$ cat config.mk
export PLATFORM = sky130hd
export DESIGN_NAME = ascii_integer_parser_unit
export DESIGN_NICKNAME = d
export VERILOG_FILES = /design/src/rtl/core/aip_pkg.sv /design/src/rtl/core/aip_front.sv /design/src/rtl/core/aip_queue.sv /design/src/rtl/core/aip_back.sv /design/src/rtl/core/ascii_integer_parser_unit.sv
export SDC_FILE = /design/constraint.sdc
export NUM_CORES = 1
export LEC_CHECK = 0
export BUFFER_PORTS_ARGS = -buffer_cell sky130_fd_sc_hd__buf_2
export CORE_UTILIZATION = 57
export DETAILED_ROUTE_END_ITERATION = 10
export PLACE_DENSITY = 0.81
export SETUP_SLACK_MARGIN = 0.3
export SLEW_MARGIN = 10
export SYNTH_ARGS = -nofsm -noshare
export SYNTH_HDL_FRONTEND = slang
export SYNTH_HIERARCHICAL = 1
export SYNTH_SLANG_ARGS = --single-unit
export TNS_END_PERCENT = 10
$ cat constraint.sdc
create_clock -name i_clk -period 7.2 [get_ports i_clk]
set_input_delay 0.72 -clock i_clk [delete_from_list [all_inputs] [get_ports i_clk]]
set_output_delay 0.72 -clock i_clk [all_outputs]
set_load 0.02 [all_outputs]
$ cat src/rtl/core/aip_pkg.sv
package aip_pkg;

    // fixed field widths of the channels
    localparam int unsigned CHAR_W      = 8;
    localparam int unsigned BASE_W      = 6;
    localparam int unsigned DIGIT_W     = 6;
    localparam int unsigned VALUE_OUT_W = 32;
    localparam int unsigned COUNT_OUT_W = 16;
    localparam int unsigned EXT_W       = 64;

    // queue between front and back, power of two depth
    localparam int unsigned QUEUE_DEPTH = 2;
    localparam int unsigned QPTR_W      = $clog2(QUEUE_DEPTH);
    localparam int unsigned QCNT_W      = $clog2(QUEUE_DEPTH + 1);

    // radix codes
    localparam logic [BASE_W-1:0] BASE_AUTO = 6'd0;
    localparam logic [BASE_W-1:0] BASE_OCT  = 6'd8;
    localparam logic [BASE_W-1:0] BASE_DEC  = 6'd10;
    localparam logic [BASE_W-1:0] BASE_HEX  = 6'd16;

    // character codes
    localparam logic [CHAR_W-1:0] CH_TAB   = 8'h09;
    localparam logic [CHAR_W-1:0] CH_CR    = 8'h0D;
    localparam logic [CHAR_W-1:0] CH_SPACE = 8'h20;
    localparam logic [CHAR_W-1:0] CH_MINUS = 8'h2D;
    localparam logic [CHAR_W-1:0] CH_ZERO  = 8'h30;
    localparam logic [CHAR_W-1:0] CH_NINE  = 8'h39;
    localparam logic [CHAR_W-1:0] CH_UA    = 8'h41;
    localparam logic [CHAR_W-1:0] CH_UX    = 8'h58;
    localparam logic [CHAR_W-1:0] CH_UZ    = 8'h5A;
    localparam logic [CHAR_W-1:0] CH_LA    = 8'h61;
    localparam logic [CHAR_W-1:0] CH_LX    = 8'h78;
    localparam logic [CHAR_W-1:0] CH_LZ    = 8'h7A;
    localparam logic [CHAR_W-1:0] LETTER_OFS = 8'd10;

    // classified character as it travels through the queue
    typedef struct packed {
        logic               is_space;
        logic               is_minus;
        logic               is_zero;
        logic               is_x;
        logic               is_alnum;
        logic [DIGIT_W-1:0] digit;
    } t_char_class;

    function automatic t_char_class classify(input logic [CHAR_W-1:0] c);
        t_char_class k;
        k.is_space = (c == CH_SPACE) || (c >= CH_TAB && c <= CH_CR);
        k.is_minus = (c == CH_MINUS);
        k.is_zero  = (c == CH_ZERO);
        k.is_x     = (c == CH_LX) || (c == CH_UX);
        k.is_alnum = 1'b1;
        if (c >= CH_ZERO && c <= CH_NINE) begin
            k.digit = DIGIT_W'(c - CH_ZERO);
        end else if (c >= CH_LA && c <= CH_LZ) begin
            k.digit = DIGIT_W'(c - CH_LA + LETTER_OFS);
        end else if (c >= CH_UA && c <= CH_UZ) begin
            k.digit = DIGIT_W'(c - CH_UA + LETTER_OFS);
        end else begin
            k.is_alnum = 1'b0;
            k.digit    = '0;
        end
        return k;
    endfunction

endpackage

$ cat src/rtl/core/aip_front.sv
module aip_front (
    input  logic                          i_clk,
    input  logic                          i_rst_n,
    input  logic                          i_in_valid,
    input  logic [aip_pkg::CHAR_W-1:0]    i_char_code,
    output logic                          o_in_stall,
    output logic                          o_push_valid,
    output aip_pkg::t_char_class          o_push_class,
    input  logic                          i_push_full
);

    logic                 r_valid;
    logic                 n_valid;
    aip_pkg::t_char_class r_class;
    logic                 take;

    // input stage holds while the queue is full
    assign o_in_stall   = r_valid && i_push_full;
    assign take         = i_in_valid && !o_in_stall;
    assign o_push_valid = r_valid;
    assign o_push_class = r_class;

    // stage occupancy
    always_comb begin
        if (take) begin
            n_valid = 1'b1;
        end else if (r_valid && !i_push_full) begin
            n_valid = 1'b0;
        end else begin
            n_valid = r_valid;
        end
    end

    always_ff @(posedge i_clk) begin
        if (!i_rst_n) begin
            r_valid <= 1'b0;
        end else begin
            r_valid <= n_valid;
        end
    end

    // classify on transfer
    always_ff @(posedge i_clk) begin
        if (take) begin
            r_class <= aip_pkg::classify(i_char_code);
        end
    end

endmodule

$ cat src/rtl/core/aip_queue.sv
module aip_queue (
    input  logic                  i_clk,
    input  logic                  i_rst_n,
    input  logic                  i_push_valid,
    input  aip_pkg::t_char_class  i_push_class,
    output logic                  o_full,
    output logic                  o_head_valid,
    output aip_pkg::t_char_class  o_head_class,
    input  logic                  i_pop
);

    aip_pkg::t_char_class             r_mem [aip_pkg::QUEUE_DEPTH];
    logic [aip_pkg::QPTR_W-1:0]       r_wr_ptr;
    logic [aip_pkg::QPTR_W-1:0]       r_rd_ptr;
    logic [aip_pkg::QCNT_W-1:0]       r_count;
    logic                             push;
    logic                             pop;

    assign o_full       = (r_count == aip_pkg::QCNT_W'(aip_pkg::QUEUE_DEPTH));
    assign o_head_valid = (r_count != '0);
    assign o_head_class = r_mem[r_rd_ptr];
    assign push         = i_push_valid && !o_full;
    assign pop          = i_pop && o_head_valid;

    // pointers and fill level
    always_ff @(posedge i_clk) begin
        if (!i_rst_n) begin
            r_wr_ptr <= '0;
            r_rd_ptr <= '0;
            r_count  <= '0;
        end else begin
            if (push) begin
                r_wr_ptr <= r_wr_ptr + 1'b1;
            end
            if (pop) begin
                r_rd_ptr <= r_rd_ptr + 1'b1;
            end
            if (push && !pop) begin
                r_count <= r_count + 1'b1;
            end else if (pop && !push) begin
                r_count <= r_count - 1'b1;
            end
        end
    end

    // entry storage
    always_ff @(posedge i_clk) begin
        if (push) begin
            r_mem[r_wr_ptr] <= i_push_class;
        end
    end

`ifndef SYNTHESIS
    a_count_bound: assert property (@(posedge i_clk) disable iff (!i_rst_n)
        r_count <= aip_pkg::QCNT_W'(aip_pkg::QUEUE_DEPTH))
        else $error("queue fill level beyond depth");
    a_count_track: assert property (@(posedge i_clk) disable iff (!i_rst_n)
        (push && !pop) |=> (r_count == $past(r_count) + 1'b1))
        else $error("queue fill level missed a push");
    a_ptr_gap: assert property (@(posedge i_clk) disable iff (!i_rst_n)
        (r_count == '0) |-> (r_wr_ptr == r_rd_ptr))
        else $error("queue pointers differ while empty");
`endif

endmodule

$ cat src/rtl/core/aip_back.sv
module aip_back #(
    parameter int unsigned VALUE_BITS = 32,
    parameter int unsigned COUNT_BITS = 16
) (
    input  logic                               i_clk,
    input  logic                               i_rst_n,
    input  logic [aip_pkg::BASE_W-1:0]         i_number_base,
    input  logic                               i_head_valid,
    input  aip_pkg::t_char_class               i_head_class,
    output logic                               o_pop,
    output logic                               o_out_valid,
    output logic [aip_pkg::VALUE_OUT_W-1:0]    o_parsed_value,
    output logic                               o_overflowed,
    output logic [aip_pkg::COUNT_OUT_W-1:0]    o_chars_used,
    input  logic                               i_out_stall
);

    localparam int unsigned MAC_W = VALUE_BITS + aip_pkg::BASE_W;

    localparam logic [1:0] PH_SPACE  = 2'd0;
    localparam logic [1:0] PH_ZERO   = 2'd1;
    localparam logic [1:0] PH_DIGITS = 2'd2;
    localparam logic [1:0] PH_START  = 2'd3;

    logic [1:0]                   r_phase,  n_phase;
    logic [aip_pkg::BASE_W-1:0]   r_base,   n_base;
    logic [VALUE_BITS-1:0]        r_acc,    n_acc;
    logic                         r_minus,  n_minus;
    logic                         r_ovf,    n_ovf;
    logic [COUNT_BITS-1:0]        r_count,  n_count;

    logic [COUNT_BITS-1:0]        count_inc;
    logic [aip_pkg::BASE_W-1:0]   eff_base;
    logic                         dig_path;
    logic                         digit_ok;
    logic                         emit;
    logic [MAC_W-1:0]             mac;
    logic                         mac_over;
    logic [VALUE_BITS-1:0]        res_val;
    logic [aip_pkg::EXT_W-1:0]    res_ext;
    logic [31:0]                  cnt_ext;

    logic                         r_out_valid;
    logic [aip_pkg::VALUE_OUT_W-1:0] r_out_value;
    logic                         r_out_ovf;
    logic [aip_pkg::COUNT_OUT_W-1:0] r_out_count;

    aip_pkg::t_char_class         h;

    assign h = i_head_class;

    // saturating character count
    assign count_inc = (&r_count) ? r_count : r_count + 1'b1;

    // multiply-add by the radix, overflow from the upper product bits
    assign mac      = MAC_W'(r_acc) * MAC_W'(eff_base) + MAC_W'(h.digit);
    assign mac_over = |mac[MAC_W-1:VALUE_BITS];
    assign digit_ok = h.is_alnum && (h.digit < eff_base);

    // parse sequencer
    always_comb begin
        n_phase  = r_phase;
        n_base   = r_base;
        n_acc    = r_acc;
        n_minus  = r_minus;
        n_ovf    = r_ovf;
        n_count  = r_count;
        eff_base = r_base;
        dig_path = 1'b0;
        emit     = 1'b0;
        unique case (r_phase)
            PH_SPACE, PH_START: begin
                priority if (r_phase == PH_SPACE && h.is_space) begin
                    n_count = count_inc;
                end else if (r_phase == PH_SPACE && h.is_minus) begin
                    n_minus = 1'b1;
                    n_count = count_inc;
                    n_phase = PH_START;
                end else if ((i_number_base == aip_pkg::BASE_HEX ||
                              i_number_base == aip_pkg::BASE_AUTO) && h.is_zero) begin
                    n_count = count_inc;
                    n_phase = PH_ZERO;
                end else begin
                    eff_base = (i_number_base == aip_pkg::BASE_AUTO) ?
                               aip_pkg::BASE_DEC : i_number_base;
                    dig_path = 1'b1;
                end
            end
            PH_ZERO: begin
                if (h.is_x) begin
                    n_base  = aip_pkg::BASE_HEX;
                    n_count = count_inc;
                    n_phase = PH_DIGITS;
                end else begin
                    eff_base = (i_number_base == aip_pkg::BASE_AUTO) ?
                               aip_pkg::BASE_OCT : i_number_base;
                    dig_path = 1'b1;
                end
            end
            PH_DIGITS: begin
                dig_path = 1'b1;
            end
        endcase
        // digit accumulate or terminate
        if (dig_path) begin
            if (digit_ok) begin
                n_base  = eff_base;
                n_ovf   = r_ovf || mac_over;
                n_acc   = (r_ovf || mac_over) ? r_acc : mac[VALUE_BITS-1:0];
                n_phase = PH_DIGITS;
                n_count = count_inc;
            end else begin
                emit    = 1'b1;
                n_phase = PH_SPACE;
                n_base  = '0;
                n_acc   = '0;
                n_minus = 1'b0;
                n_ovf   = 1'b0;
                n_count = '0;
            end
        end
    end

    // take the head unless a result has nowhere to go
    assign o_pop = i_head_valid && (!emit || !r_out_valid || !i_out_stall);

    always_ff @(posedge i_clk) begin
        if (!i_rst_n) begin
            r_phase <= PH_SPACE;
            r_base  <= '0;
            r_acc   <= '0;
            r_minus <= 1'b0;
            r_ovf   <= 1'b0;
            r_count <= '0;
        end else if (o_pop) begin
            r_phase <= n_phase;
            r_base  <= n_base;
            r_acc   <= n_acc;
            r_minus <= n_minus;
            r_ovf   <= n_ovf;
            r_count <= n_count;
        end
    end

    // final value: saturate, else apply sign
    assign res_val = r_ovf ? '1 : (r_minus ? (~r_acc + 1'b1) : r_acc);
    assign res_ext = aip_pkg::EXT_W'(res_val);
    assign cnt_ext = 32'(r_count);

    // output register
    always_ff @(posedge i_clk) begin
        if (!i_rst_n) begin
            r_out_valid <= 1'b0;
        end else if (o_pop && emit) begin
            r_out_valid <= 1'b1;
        end else if (!i_out_stall) begin
            r_out_valid <= 1'b0;
        end
    end

    always_ff @(posedge i_clk) begin
        if (o_pop && emit) begin
            r_out_value <= res_ext[aip_pkg::VALUE_OUT_W-1:0];
            r_out_ovf   <= r_ovf;
            r_out_count <= cnt_ext[aip_pkg::COUNT_OUT_W-1:0];
        end
    end

    assign o_out_valid    = r_out_valid;
    assign o_parsed_value = r_out_value;
    assign o_overflowed   = r_out_ovf;
    assign o_chars_used   = r_out_count;

`ifndef SYNTHESIS
    a_emit_clears: assert property (@(posedge i_clk) disable iff (!i_rst_n)
        (o_pop && emit) |=> (r_phase == PH_SPACE && r_count == '0 && !r_ovf))
        else $error("number state not cleared after result");
    a_acc_phase: assert property (@(posedge i_clk) disable iff (!i_rst_n)
        (r_acc != '0) |-> (r_phase == PH_DIGITS))
        else $error("accumulator nonzero outside digit phase");
    a_no_drop: assert property (@(posedge i_clk) disable iff (!i_rst_n)
        (r_out_valid && i_out_stall) |-> !(o_pop && emit))
        else $error("result issued over a stalled result");
    a_ovf_sat: assert property (@(posedge i_clk) disable iff (!i_rst_n)
        (o_pop && emit && r_ovf) |=> (r_out_ovf && r_out_count == $past(cnt_ext[15:0])))
        else $error("overflow result not captured");
`endif

endmodule

$ cat src/rtl/core/ascii_integer_parser_unit.sv
// channel  | direction | handshake                     | payload
// in       | input     | i_in_valid / o_in_stall       | i_char_code
// out      | output    | o_out_valid / i_out_stall     | o_parsed_value, o_overflowed,
//          |           |                               | o_chars_used
// cfg      | input     | i_cfg_valid / o_cfg_ready     | i_cfg_data (number base)
//
// one character per cycle sustained while the input is not stalled; a character passes an
// input stage and a two-entry queue before the parse sequencer, and a result is loaded
// into the output register when the sequencer takes its terminator
// the sequencer does one multiply-add by the radix and one compare per cycle it pops
// reset is synchronous, active low, and clears the parse state and the queue
// the input stalls only when the queue is full; the queue fills only while a result
// waits under a stalled output
module ascii_integer_parser_unit #(
    parameter int unsigned VALUE_BITS = 32,
    parameter int unsigned COUNT_BITS = 16
) (
    input  logic                               i_clk,
    input  logic                               i_rst_n,
    input  logic                               i_in_valid,
    input  logic [aip_pkg::CHAR_W-1:0]         i_char_code,
    output logic                               o_in_stall,
    output logic                               o_out_valid,
    output logic [aip_pkg::VALUE_OUT_W-1:0]    o_parsed_value,
    output logic                               o_overflowed,
    output logic [aip_pkg::COUNT_OUT_W-1:0]    o_chars_used,
    input  logic                               i_out_stall,
    input  logic                               i_cfg_valid,
    input  logic [aip_pkg::BASE_W-1:0]         i_cfg_data,
    output logic                               o_cfg_ready
);

    logic [aip_pkg::BASE_W-1:0] r_number_base;
    logic                       push_valid;
    aip_pkg::t_char_class       push_class;
    logic                       push_full;
    logic                       head_valid;
    aip_pkg::t_char_class       head_class;
    logic                       pop;

    // configuration register, always ready
    assign o_cfg_ready = 1'b1;

    always_ff @(posedge i_clk) begin
        if (!i_rst_n) begin
            r_number_base <= aip_pkg::BASE_AUTO;
        end else if (i_cfg_valid && o_cfg_ready) begin
            r_number_base <= i_cfg_data;
        end
    end

    // accept and classify
    aip_front u_front (
        .i_clk        (i_clk),
        .i_rst_n      (i_rst_n),
        .i_in_valid   (i_in_valid),
        .i_char_code  (i_char_code),
        .o_in_stall   (o_in_stall),
        .o_push_valid (push_valid),
        .o_push_class (push_class),
        .i_push_full  (push_full)
    );

    // decoupling queue
    aip_queue u_queue (
        .i_clk        (i_clk),
        .i_rst_n      (i_rst_n),
        .i_push_valid (push_valid),
        .i_push_class (push_class),
        .o_full       (push_full),
        .o_head_valid (head_valid),
        .o_head_class (head_class),
        .i_pop        (pop)
    );

    // parse sequencer and result register
    aip_back #(
        .VALUE_BITS (VALUE_BITS),
        .COUNT_BITS (COUNT_BITS)
    ) u_back (
        .i_clk          (i_clk),
        .i_rst_n        (i_rst_n),
        .i_number_base  (r_number_base),
        .i_head_valid   (head_valid),
        .i_head_class   (head_class),
        .o_pop          (pop),
        .o_out_valid    (o_out_valid),
        .o_parsed_value (o_parsed_value),
        .o_overflowed   (o_overflowed),
        .o_chars_used   (o_chars_used),
        .i_out_stall    (i_out_stall)
    );

endmodule
==> results of run 1 <==
==> cells in the final DEF (no fill, tap or decap), types with 6 or more instances in the layout <==
| cell type | count |
|---|---|
| o31ai_1 | 9 |
| ha_4 | 8 |
| edfxtp_1 | 82 |
| clkbuf_16 | 19 |
| a21o_1 | 16 |
| a22oi_1 | 6 |
| nor3_1 | 11 |
| inv_1 | 73 |
| and3_1 | 14 |
| buf_4 | 18 |
| mux2_2 | 11 |
| buf_2 | 69 |
| o21a_1 | 8 |
| a211oi_1 | 7 |
| nor2_1 | 50 |
| xor2_1 | 35 |
| nand3_1 | 24 |
| o211ai_1 | 8 |
| or3_1 | 8 |
| nand2b_1 | 28 |
| nand2_1 | 147 |
| o21ai_0 | 35 |
| o21ai_1 | 7 |
| fa_1 | 124 |
| dfxtp_1 | 70 |
| a21oi_1 | 52 |
| nor2b_1 | 64 |
| nand4_1 | 14 |
| and2_1 | 117 |
| mux2i_1 | 42 |
| o21bai_1 | 6 |
| xnor2_1 | 34 |
| ha_1 | 88 |
==> state kept, by name, indices dropped and copies added (netlist names), 6 cells and up, named ones only <==
signal,flops
u_back/o_parsed_value,32
u_back/r_acc,32
u_queue/r_mem,22
u_back/o_chars_used,16
u_back/r_count,16
u_front/o_push_class,11
r_number_base,6
u_back/r_base,6
==> what timing repair did <==
item,CTS,global route
pin swaps,2,20
setup endpoints to repair,33,33
setup buffers,1,4
gates resized for setup,8,43
gates cloned,1,2
hold endpoints to repair,0,0
==> layer usage <==
layer / track usage / vias to the layer above
met3: 0.0451 / 71
met4: 0.105 / 0
met2: 0.450 / 404
met5: 0 / -
met1: 0.353 / 5119
li1: - / 4796
==> critical path, delay by kind of cell, from the launching register on <==
family | cells | cell delay, ns
mux | 2 | 0.48
compound gates | 9 | 2.20
fa+ha+maj | 5 | 2.23
flops | 1 | 0.35
simple gates | 5 | 0.69
buf+inv | 2 | 0.46
xor+xnor | 1 | 0.20
==> metrics by stage <==
stage | utilization | hold WS (ns) | cells | power [mW]
final | 0.646 | 0.454 | 1754 | 3.53
after global routing | 0.646 | 0.460 | 1754 | 3.71
after CTS | 0.635 | 0.456 | 1748 | 3.44
after detailed placement | 0.607 | 0.438 | 1714 | 2.51
after global placement | 0.607 | 0.424 | 1714 | 2.48
after floorplan | - | 0.421 | 1380 | 2.11
==> worst max-delay path by stage <==
stage	endpoint	slack, ns	cells after the start
floorplan	u_back/r_acc[30]	0.39	28
global placement	u_back/r_acc[30]	0.34	25
detailed placement	u_back/r_acc[7]	0.27	24
CTS	u_back/r_acc[23]	0.32	24
global route	u_back/r_acc[9]	0.18	23
finish	u_back/r_acc[11]	0.45	24
==> cells by family (layout without fill, tap and decap cells) <==
group	Yosys count	after routing	synth area share
simple gates	521	521	0.206
fa+ha+maj	225	225	0.276
compound gates	208	208	0.102
flops	153	153	0.286
buf+inv	149	204	0.0439
xor+xnor	70	70	0.0457
mux	53	53	0.0401
other cells	1	1	0.000276
==> power breakdown <==
part	internal [mW]	leakage [nW]	total, mW	switching (mW)
combinational	0.501	5.44	1.44	0.942
sequential	1.13	1.35	1.20	0.0657
clock	0.466	0.291	0.892	0.426
==> cells in the mapped netlist, types with 5 or more instances <==
cell type    n  area (um^2)
nor2b_1     67          419
clkbuf_1    58          218
mux2i_1     42          420
buf_2        5         25.0
o31ai_1      9         67.6
o21bai_1     6         45.0
a211oi_1     7         52.6
xnor2_1     34          298
and2_1     118          738
and3_1      15         93.8
mux2_2      11          124
nor4_1       5         31.3
o41ai_1      5         43.8
inv_1       74          278
o31a_1       5         43.8
a31oi_1      6         37.5
a21oi_1     58          290
o211ai_1     8         60.1
nand2_1    148          556
o21a_1       8         60.1
nand2b_1    28          175
buf_1        5         18.8
nand4_1     14         87.6
nor3_1      11         55.1
xor2_1      35          307
o21ai_0     38          190
edfxtp_1    82         2460
ha_1       101         1260
nor2_1      54          203
and4_1       5         43.8
or3_1        8         50.1
dfxtp_1     71         1420
fa_1       124         2480
nand3_1     24          120
a21o_1      16          120
a22oi_1      7         52.6
==> cell type report <==
cell class | instances | area [um^2] | share of cell area
clock buffer | 17 | 425 | 0.0281
clock inverter | 15 | 163 | 0.0108
tap | 319 | 399 | 0.0264
sequential | 153 | 3880 | 0.257
multi-input combinational | 1078 | 9330 | 0.617
timing repair buffer | 97 | 642 | 0.0424
inverter | 75 | 282 | 0.0186
==> impl_results.md, run 1 <==
* DRC viols at 0
* Final Cell Area at 15100 um^2
* Max Clk Rate at around 150 MHz
* Setup_tns at 0 ns
* Seq/Total Area, Yosys at 0.286
* Clk Latency, worst-skew pair at 0.44 ns
* Setup ws final at 0.449 ns
* Clk slew on worst S/H paths at 0.07 ns
* CTS H-tree lvls at 4
* I/O pin count at 71
* CTS Hold Buffers Added at 0
* Initial Utilization at 0.580
* FF-to-FF setup slack at 0.45 ns
* Drt initial violations at 748
* First-pass GRT wire length at about 52000 um
* Largest net degree at the start of global routing at 50
* Pre-CTS worst setup slack at 0.266 ns
* Layout cells sized above 1 at 0.136
* Skew final at ~0.013 ns
* RSZ-0062 raised after global routing: yes
* Synth warn at 6
* Peak supply drop at ~0.00014 V
* Die X at 156 um
* Max-slew headroom at 0.274
* Crit path DAT at 7.08 ns
* Status: complete, no violations
* Max Cap Viol at 0
* Met1 Wirelength at between 10000 and 15000 um
* Post-synthesis register bit count at 153
* Power per Cell Area at 234 nW/um^2
* Drt pass-1 iters at 6
* Hold Violations, Final at 0
* Worst path cell trace: mux2_2, o21a_1, a31oi_2, or2_4, nand2_4, a22o_1, buf_4, and2_1, fa_1, fa_1, fa_1, ha_1, ha_2, nor3_1, o31a_1, a31o_2, nor2_2, a41o_1, a21oi_2, o31ai_1, xnor2_1, o2111ai_4, clkbuf_16, mux2i_1
* Die height at 156 um
* Final min period at 6.75 ns
* Hold Path Sink: u_queue/r_mem[1][7]
* Critical R2R Capture: u_back/r_acc[11]
* Clock sinks at 153
* Fillers at roughly 1800
* Mean Syn Cell Area at 9.84 um^2
* CTS root buffer: clkbuf_16
* Layout Nets at 1666
* Placer Congestion at 0.936
* Congestion Overflow GR at 0
* Post-Syn Nets at approximately 1600
* Top sig layer: met4
* Hold Path Origin: u_front/o_push_class[7]
* IO buf count at between 60 and 70
* Final ANT Viol Nets at 0
* CTS Buf Count at 17
* Max incr delay on CP at 0.58 ns
* Area delta synth->final at 11.4%
* Final Max Slew Viols at 0
* ANT cells at 0
* Drt wl/cell at around 18 um
* Worst Path Required at 7.53 ns
* Final setup vio count at 0
* DP Area at 14200 um^2
* Asr flop ratio synth at 0
* Full die area at roughly 24000 um^2
* Hold Path Depth at 0
* Met2 wire length at 15300 um
* Core area at 23400 um^2
* Crit path launch type: flip-flop
* Reg2Reg Depth at 24
* Leak at 7.09 nW
* Metal3 WL at approximately 2200 um
* Final wirelength at approximately 32000 um
* Final period util at 0.938
* Vias in the first global route at 10528
* Via count at 10390
* GRT Util Overall at 0.270
* Post-synth EDFFs at between 80 and 90
* Vias per cell at 5.92
* Number of buffers on the longest clock path at 2
* Setup CP Type: flip-flop to flip-flop
* Core Rows at 56
* Post-Syn Area at 13600 um^2
* Worst Hold Class: flip-flop to flip-flop
* Crit. End Element: flip-flop
* Cell mode on critical path: fa_1
* Post-synth cell types at 76
* Mapped Cells at 1380
* Slew at the pin closest to its max-slew limit at 1.09 ns
* Slowest CP cell: fa_1
* Dpl hpwl at 22700 um
* Initial antenna violation count at 0
* Critical-path maximum fanout at 13
* Ys flop type: edfxtp_1
* TritonCTS clock tree: done
(Power assumes the default switching activity.)
==> run 2: changes to the inputs <==
ABC_AREA = 1   (was not set)
==> impl_results.md, run 2 <==
* Synth warn at 6 (unchanged)
* Post-Syn Area at 14300 um^2 (was 13600 um^2)
* Slew at the pin closest to its max-slew limit at 1.23 ns (was 1.09 ns)
* Setup_tns at 0 ns (unchanged)
* List of most frequent post-synthesis cells: nand2_1, nor2_1, inv_1 (was nand2_1, fa_1, and2_1)
* Die height at 160 um (was 156 um)
* Most common cell after layout, fill and taps aside: nand2_1 (unchanged)
* Max incr delay on CP at 0.54 ns (was 0.58 ns)
* Drt initial violations at 1404 (was 748)
* CTS root buffer: clkbuf_16 (unchanged)
* Congestion Overflow GR at 0 (unchanged)
* Vias in the first global route at 12447 (was 10528)
* Final ANT Viol Nets at 0 (unchanged)
* Mapped Cells at 1859 (was 1380)
* Yosys top cell by area: fa_1 (unchanged)
* Largest net degree at the start of global routing at 50 (unchanged)
* Post-synth EDFFs at 82 (unchanged)
* Largest family of logic cells by synthesized area: simple AND/OR/NAND/NOR gates (was adder cells)
* Critical-path maximum fanout at 16 (was 13)
* Mux contribution to synthesized area at 0.00865 (was 0.0401)
* Number of buffers on the longest clock path at 2 (unchanged)
* Layout cells sized above 1 at 0.104 (was 0.136)
* DRC viols at 0 (unchanged)
* Top-count cell post-synth: nand2_1 (unchanged)
* Cell mode on critical path: inv_1 (was fa_1)
* ANT cells at 0 (unchanged)
* Full die area at 25800 um^2 (was 24400 um^2)
* Placer Congestion at 0.984 (was 0.936)
* Max Cap Viol at 0 (unchanged)
* Final period util at 0.928 (was 0.938)
* Most frequent cells in the layout: nand2_1, nor2_1, inv_1, fa_1, a21oi_1 (was nand2_1, fa_1, and2_1, ha_1, edfxtp_1)
* Yosys top cell area share at 0.173 (was 0.183)
* Layout Nets at 2163 (was 1666)
* Peak supply drop at 0.000239 V (was 0.000136 V)
* Final core occ at 0.639 (was 0.646)
* RSZ-0062 raised after global routing: yes (unchanged)
* CTS H-tree lvls at 4 (unchanged)
* Final min period at 6.68 ns (was 6.75 ns)
* Crit path launch type: flip-flop (unchanged)
* Post-Syn Nets at 2103 (was 1624)
* Final Non-Filler Cells at 2256 (was 1754)
* Via count at 12969 (was 10390)
* Vias per cell at 5.75 (was 5.92)
* Initial Utilization at 0.585 (was 0.580)
* Compound-Gate Fraction of Synth Area at 0.0879 (was 0.102)
* Core Rows at 57 (was 56)
* Initial antenna violation count at 0 (unchanged)
* Power per Cell Area at 269 nW/um^2 (was 234 nW/um^2)
* Skew final at 0.0184 ns (was 0.0128 ns)
* GRT Util Overall at 0.305 (was 0.270)
* Ys flop type: edfxtp_1 (unchanged)
* Hold Violations, Final at 0 (unchanged)
* CTS Buf Count at 17 (unchanged)
* Area delta synth->final at 9.22% (was 11.4%)
* Crit path DAT at 7.01 ns (was 7.08 ns)
* Die X at 160 um (was 156 um)
* Worst Hold Class: flip-flop to flip-flop (unchanged)
* Clk Latency, worst-skew pair at 0.44 ns (about the same)
* Core area at 24500 um^2 (was 23400 um^2)
* Xor/xnor cell area share of the yosys netlist at 0.0184 (was 0.0457)
* Final wirelength at 37900 um (was 31700 um)
* Max Clk Rate at 150 MHz (was 148 MHz)
* Dpl hpwl at 29100 um (was 22700 um)
* Setup CP Type: flip-flop to flip-flop (unchanged)
* Seq/Total Area, Yosys at 0.271 (was 0.286)
* Clock sinks at 153 (unchanged)
* CTS Hold Buffers Added at 0 (unchanged)
* Final Max Slew Viols at 0 (unchanged)
* Crit. End Element: flip-flop (unchanged)
* Mean Syn Cell Area at 7.70 um^2 (was 9.84 um^2)
* Drt wl/cell at 16.8 um (was 18.1 um)
* Status: complete, no violations (unchanged)
* Synth Area in Simple Gates at 0.269 (was 0.206)
* Worst Path Required at 7.53 ns (about the same)
* First-pass GRT wire length at 62200 um (was 51700 um)
* DP Area at 15000 um^2 (was 14200 um^2)
* I/O pin count at 71 (unchanged)
* Post-synth cell types at 51 (was 76)
* IO buf count at 69 (unchanged)
* Drt pass-1 iters at 7 (was 6)
* Final setup vio count at 0 (unchanged)
* Slowest CP cell: fa_1 (unchanged)
* DP Cell Count at 2220 (was 1714)
* TritonCTS clock tree: done (unchanged)
* Synth top area cells: fa_1, edfxtp_1, nand2_1 (was fa_1, edfxtp_1, dfxtp_1)
* Adder-Cell Fraction of Synth Area at 0.262 (was 0.276)
* Final Cell Area at 15600 um^2 (was 15100 um^2)
* Leak at 7.56 nW (was 7.09 nW)
* Asr flop ratio synth at 0 (unchanged)
* Max-slew headroom at 0.172 (was 0.274)
* Clk slew on worst S/H paths at 0.08 ns (was 0.07 ns)
* Post-synthesis register bit count at 153 (unchanged)
[run 2: metrics by stage]
step | worst slack [ns] | hold WS, ns | power (mW)
floorplan | 1.36 | 0.421 | 2.71
global placement | 0.763 | 0.423 | 3.20
detailed placement | 0.574 | 0.433 | 3.25
CTS | 0.553 | 0.451 | 4.16
global route | 0.253 | 0.456 | 4.46
finish | 0.521 | 0.449 | 4.21
[run 2: per-layer routing]
layer	GRT usage	up-vias	share of wire
li1	-	6089	-
met1	0.417	6056	0.42
met2	0.479	718	0.45
met3	0.0599	106	0.099
met4	0.116	0	0.031
met5	0	-	0
[run 2: layout make-up]
type	instances	area, um^2
fillers	2023	8820
multi-input cells	1405	9260
repair buffers	90	539
clock inverters	15	174
clock buffers	17	425
repair inverters	1	5.00
flip-flops and latches	153	3880
well taps	324	405
inverters	251	946
[run 2: power breakdown]
part | internal [mW] | switching, mW
clock | 0.468 | 0.442
combinational | 0.566 | 1.43
sequential | 1.18 | 0.121
[run 2: kinds of logic (layout without fill, tap and decap cells)]
group / after synthesis / in the layout
flip-flops: 153 / 153
AND/OR/NAND/NOR: 908 / 908
other: 1 / 1
multiplexers: 11 / 11
buffers and inverters: 301 / 374
adder cells (fa/ha/maj): 225 / 225
AO/OA/AOI/OAI: 230 / 230
XOR/XNOR: 30 / 30
[run 2: critical path: cells and delay by family (launching register included)]
family                   cells  cell delay [ns]
adder cells (fa/ha/maj)      6             2.59
AND/OR/NAND/NOR             15             2.25
buffers and inverters        8             1.16
flip-flops                   1             0.37
AO/OA/AOI/OAI                1             0.22
[run 2: worst paths after layout]
| check | from | endpoint | slack, ns | cells after the start |
|---|---|---|---|---|
| worst max-delay path | u_back/r_phase[0] | u_back/r_acc[24] | 0.52 | 30 |
| worst min-delay path | u_front/o_push_class[6] | u_queue/r_mem[0][6] | 0.45 | 0 |
| worst max register to register | u_back/r_phase[0] | u_back/r_acc[24] | 0.52 | 30 |
| worst min register to register | u_front/o_push_class[6] | u_queue/r_mem[0][6] | 0.45 | 0 |
[run 2: timing repair]
item,in CTS,in global routing
buffers inserted,0,3
endpoints found under the setup margin,0,33
hold endpoints to repair,0,0
resized for setup,0,7
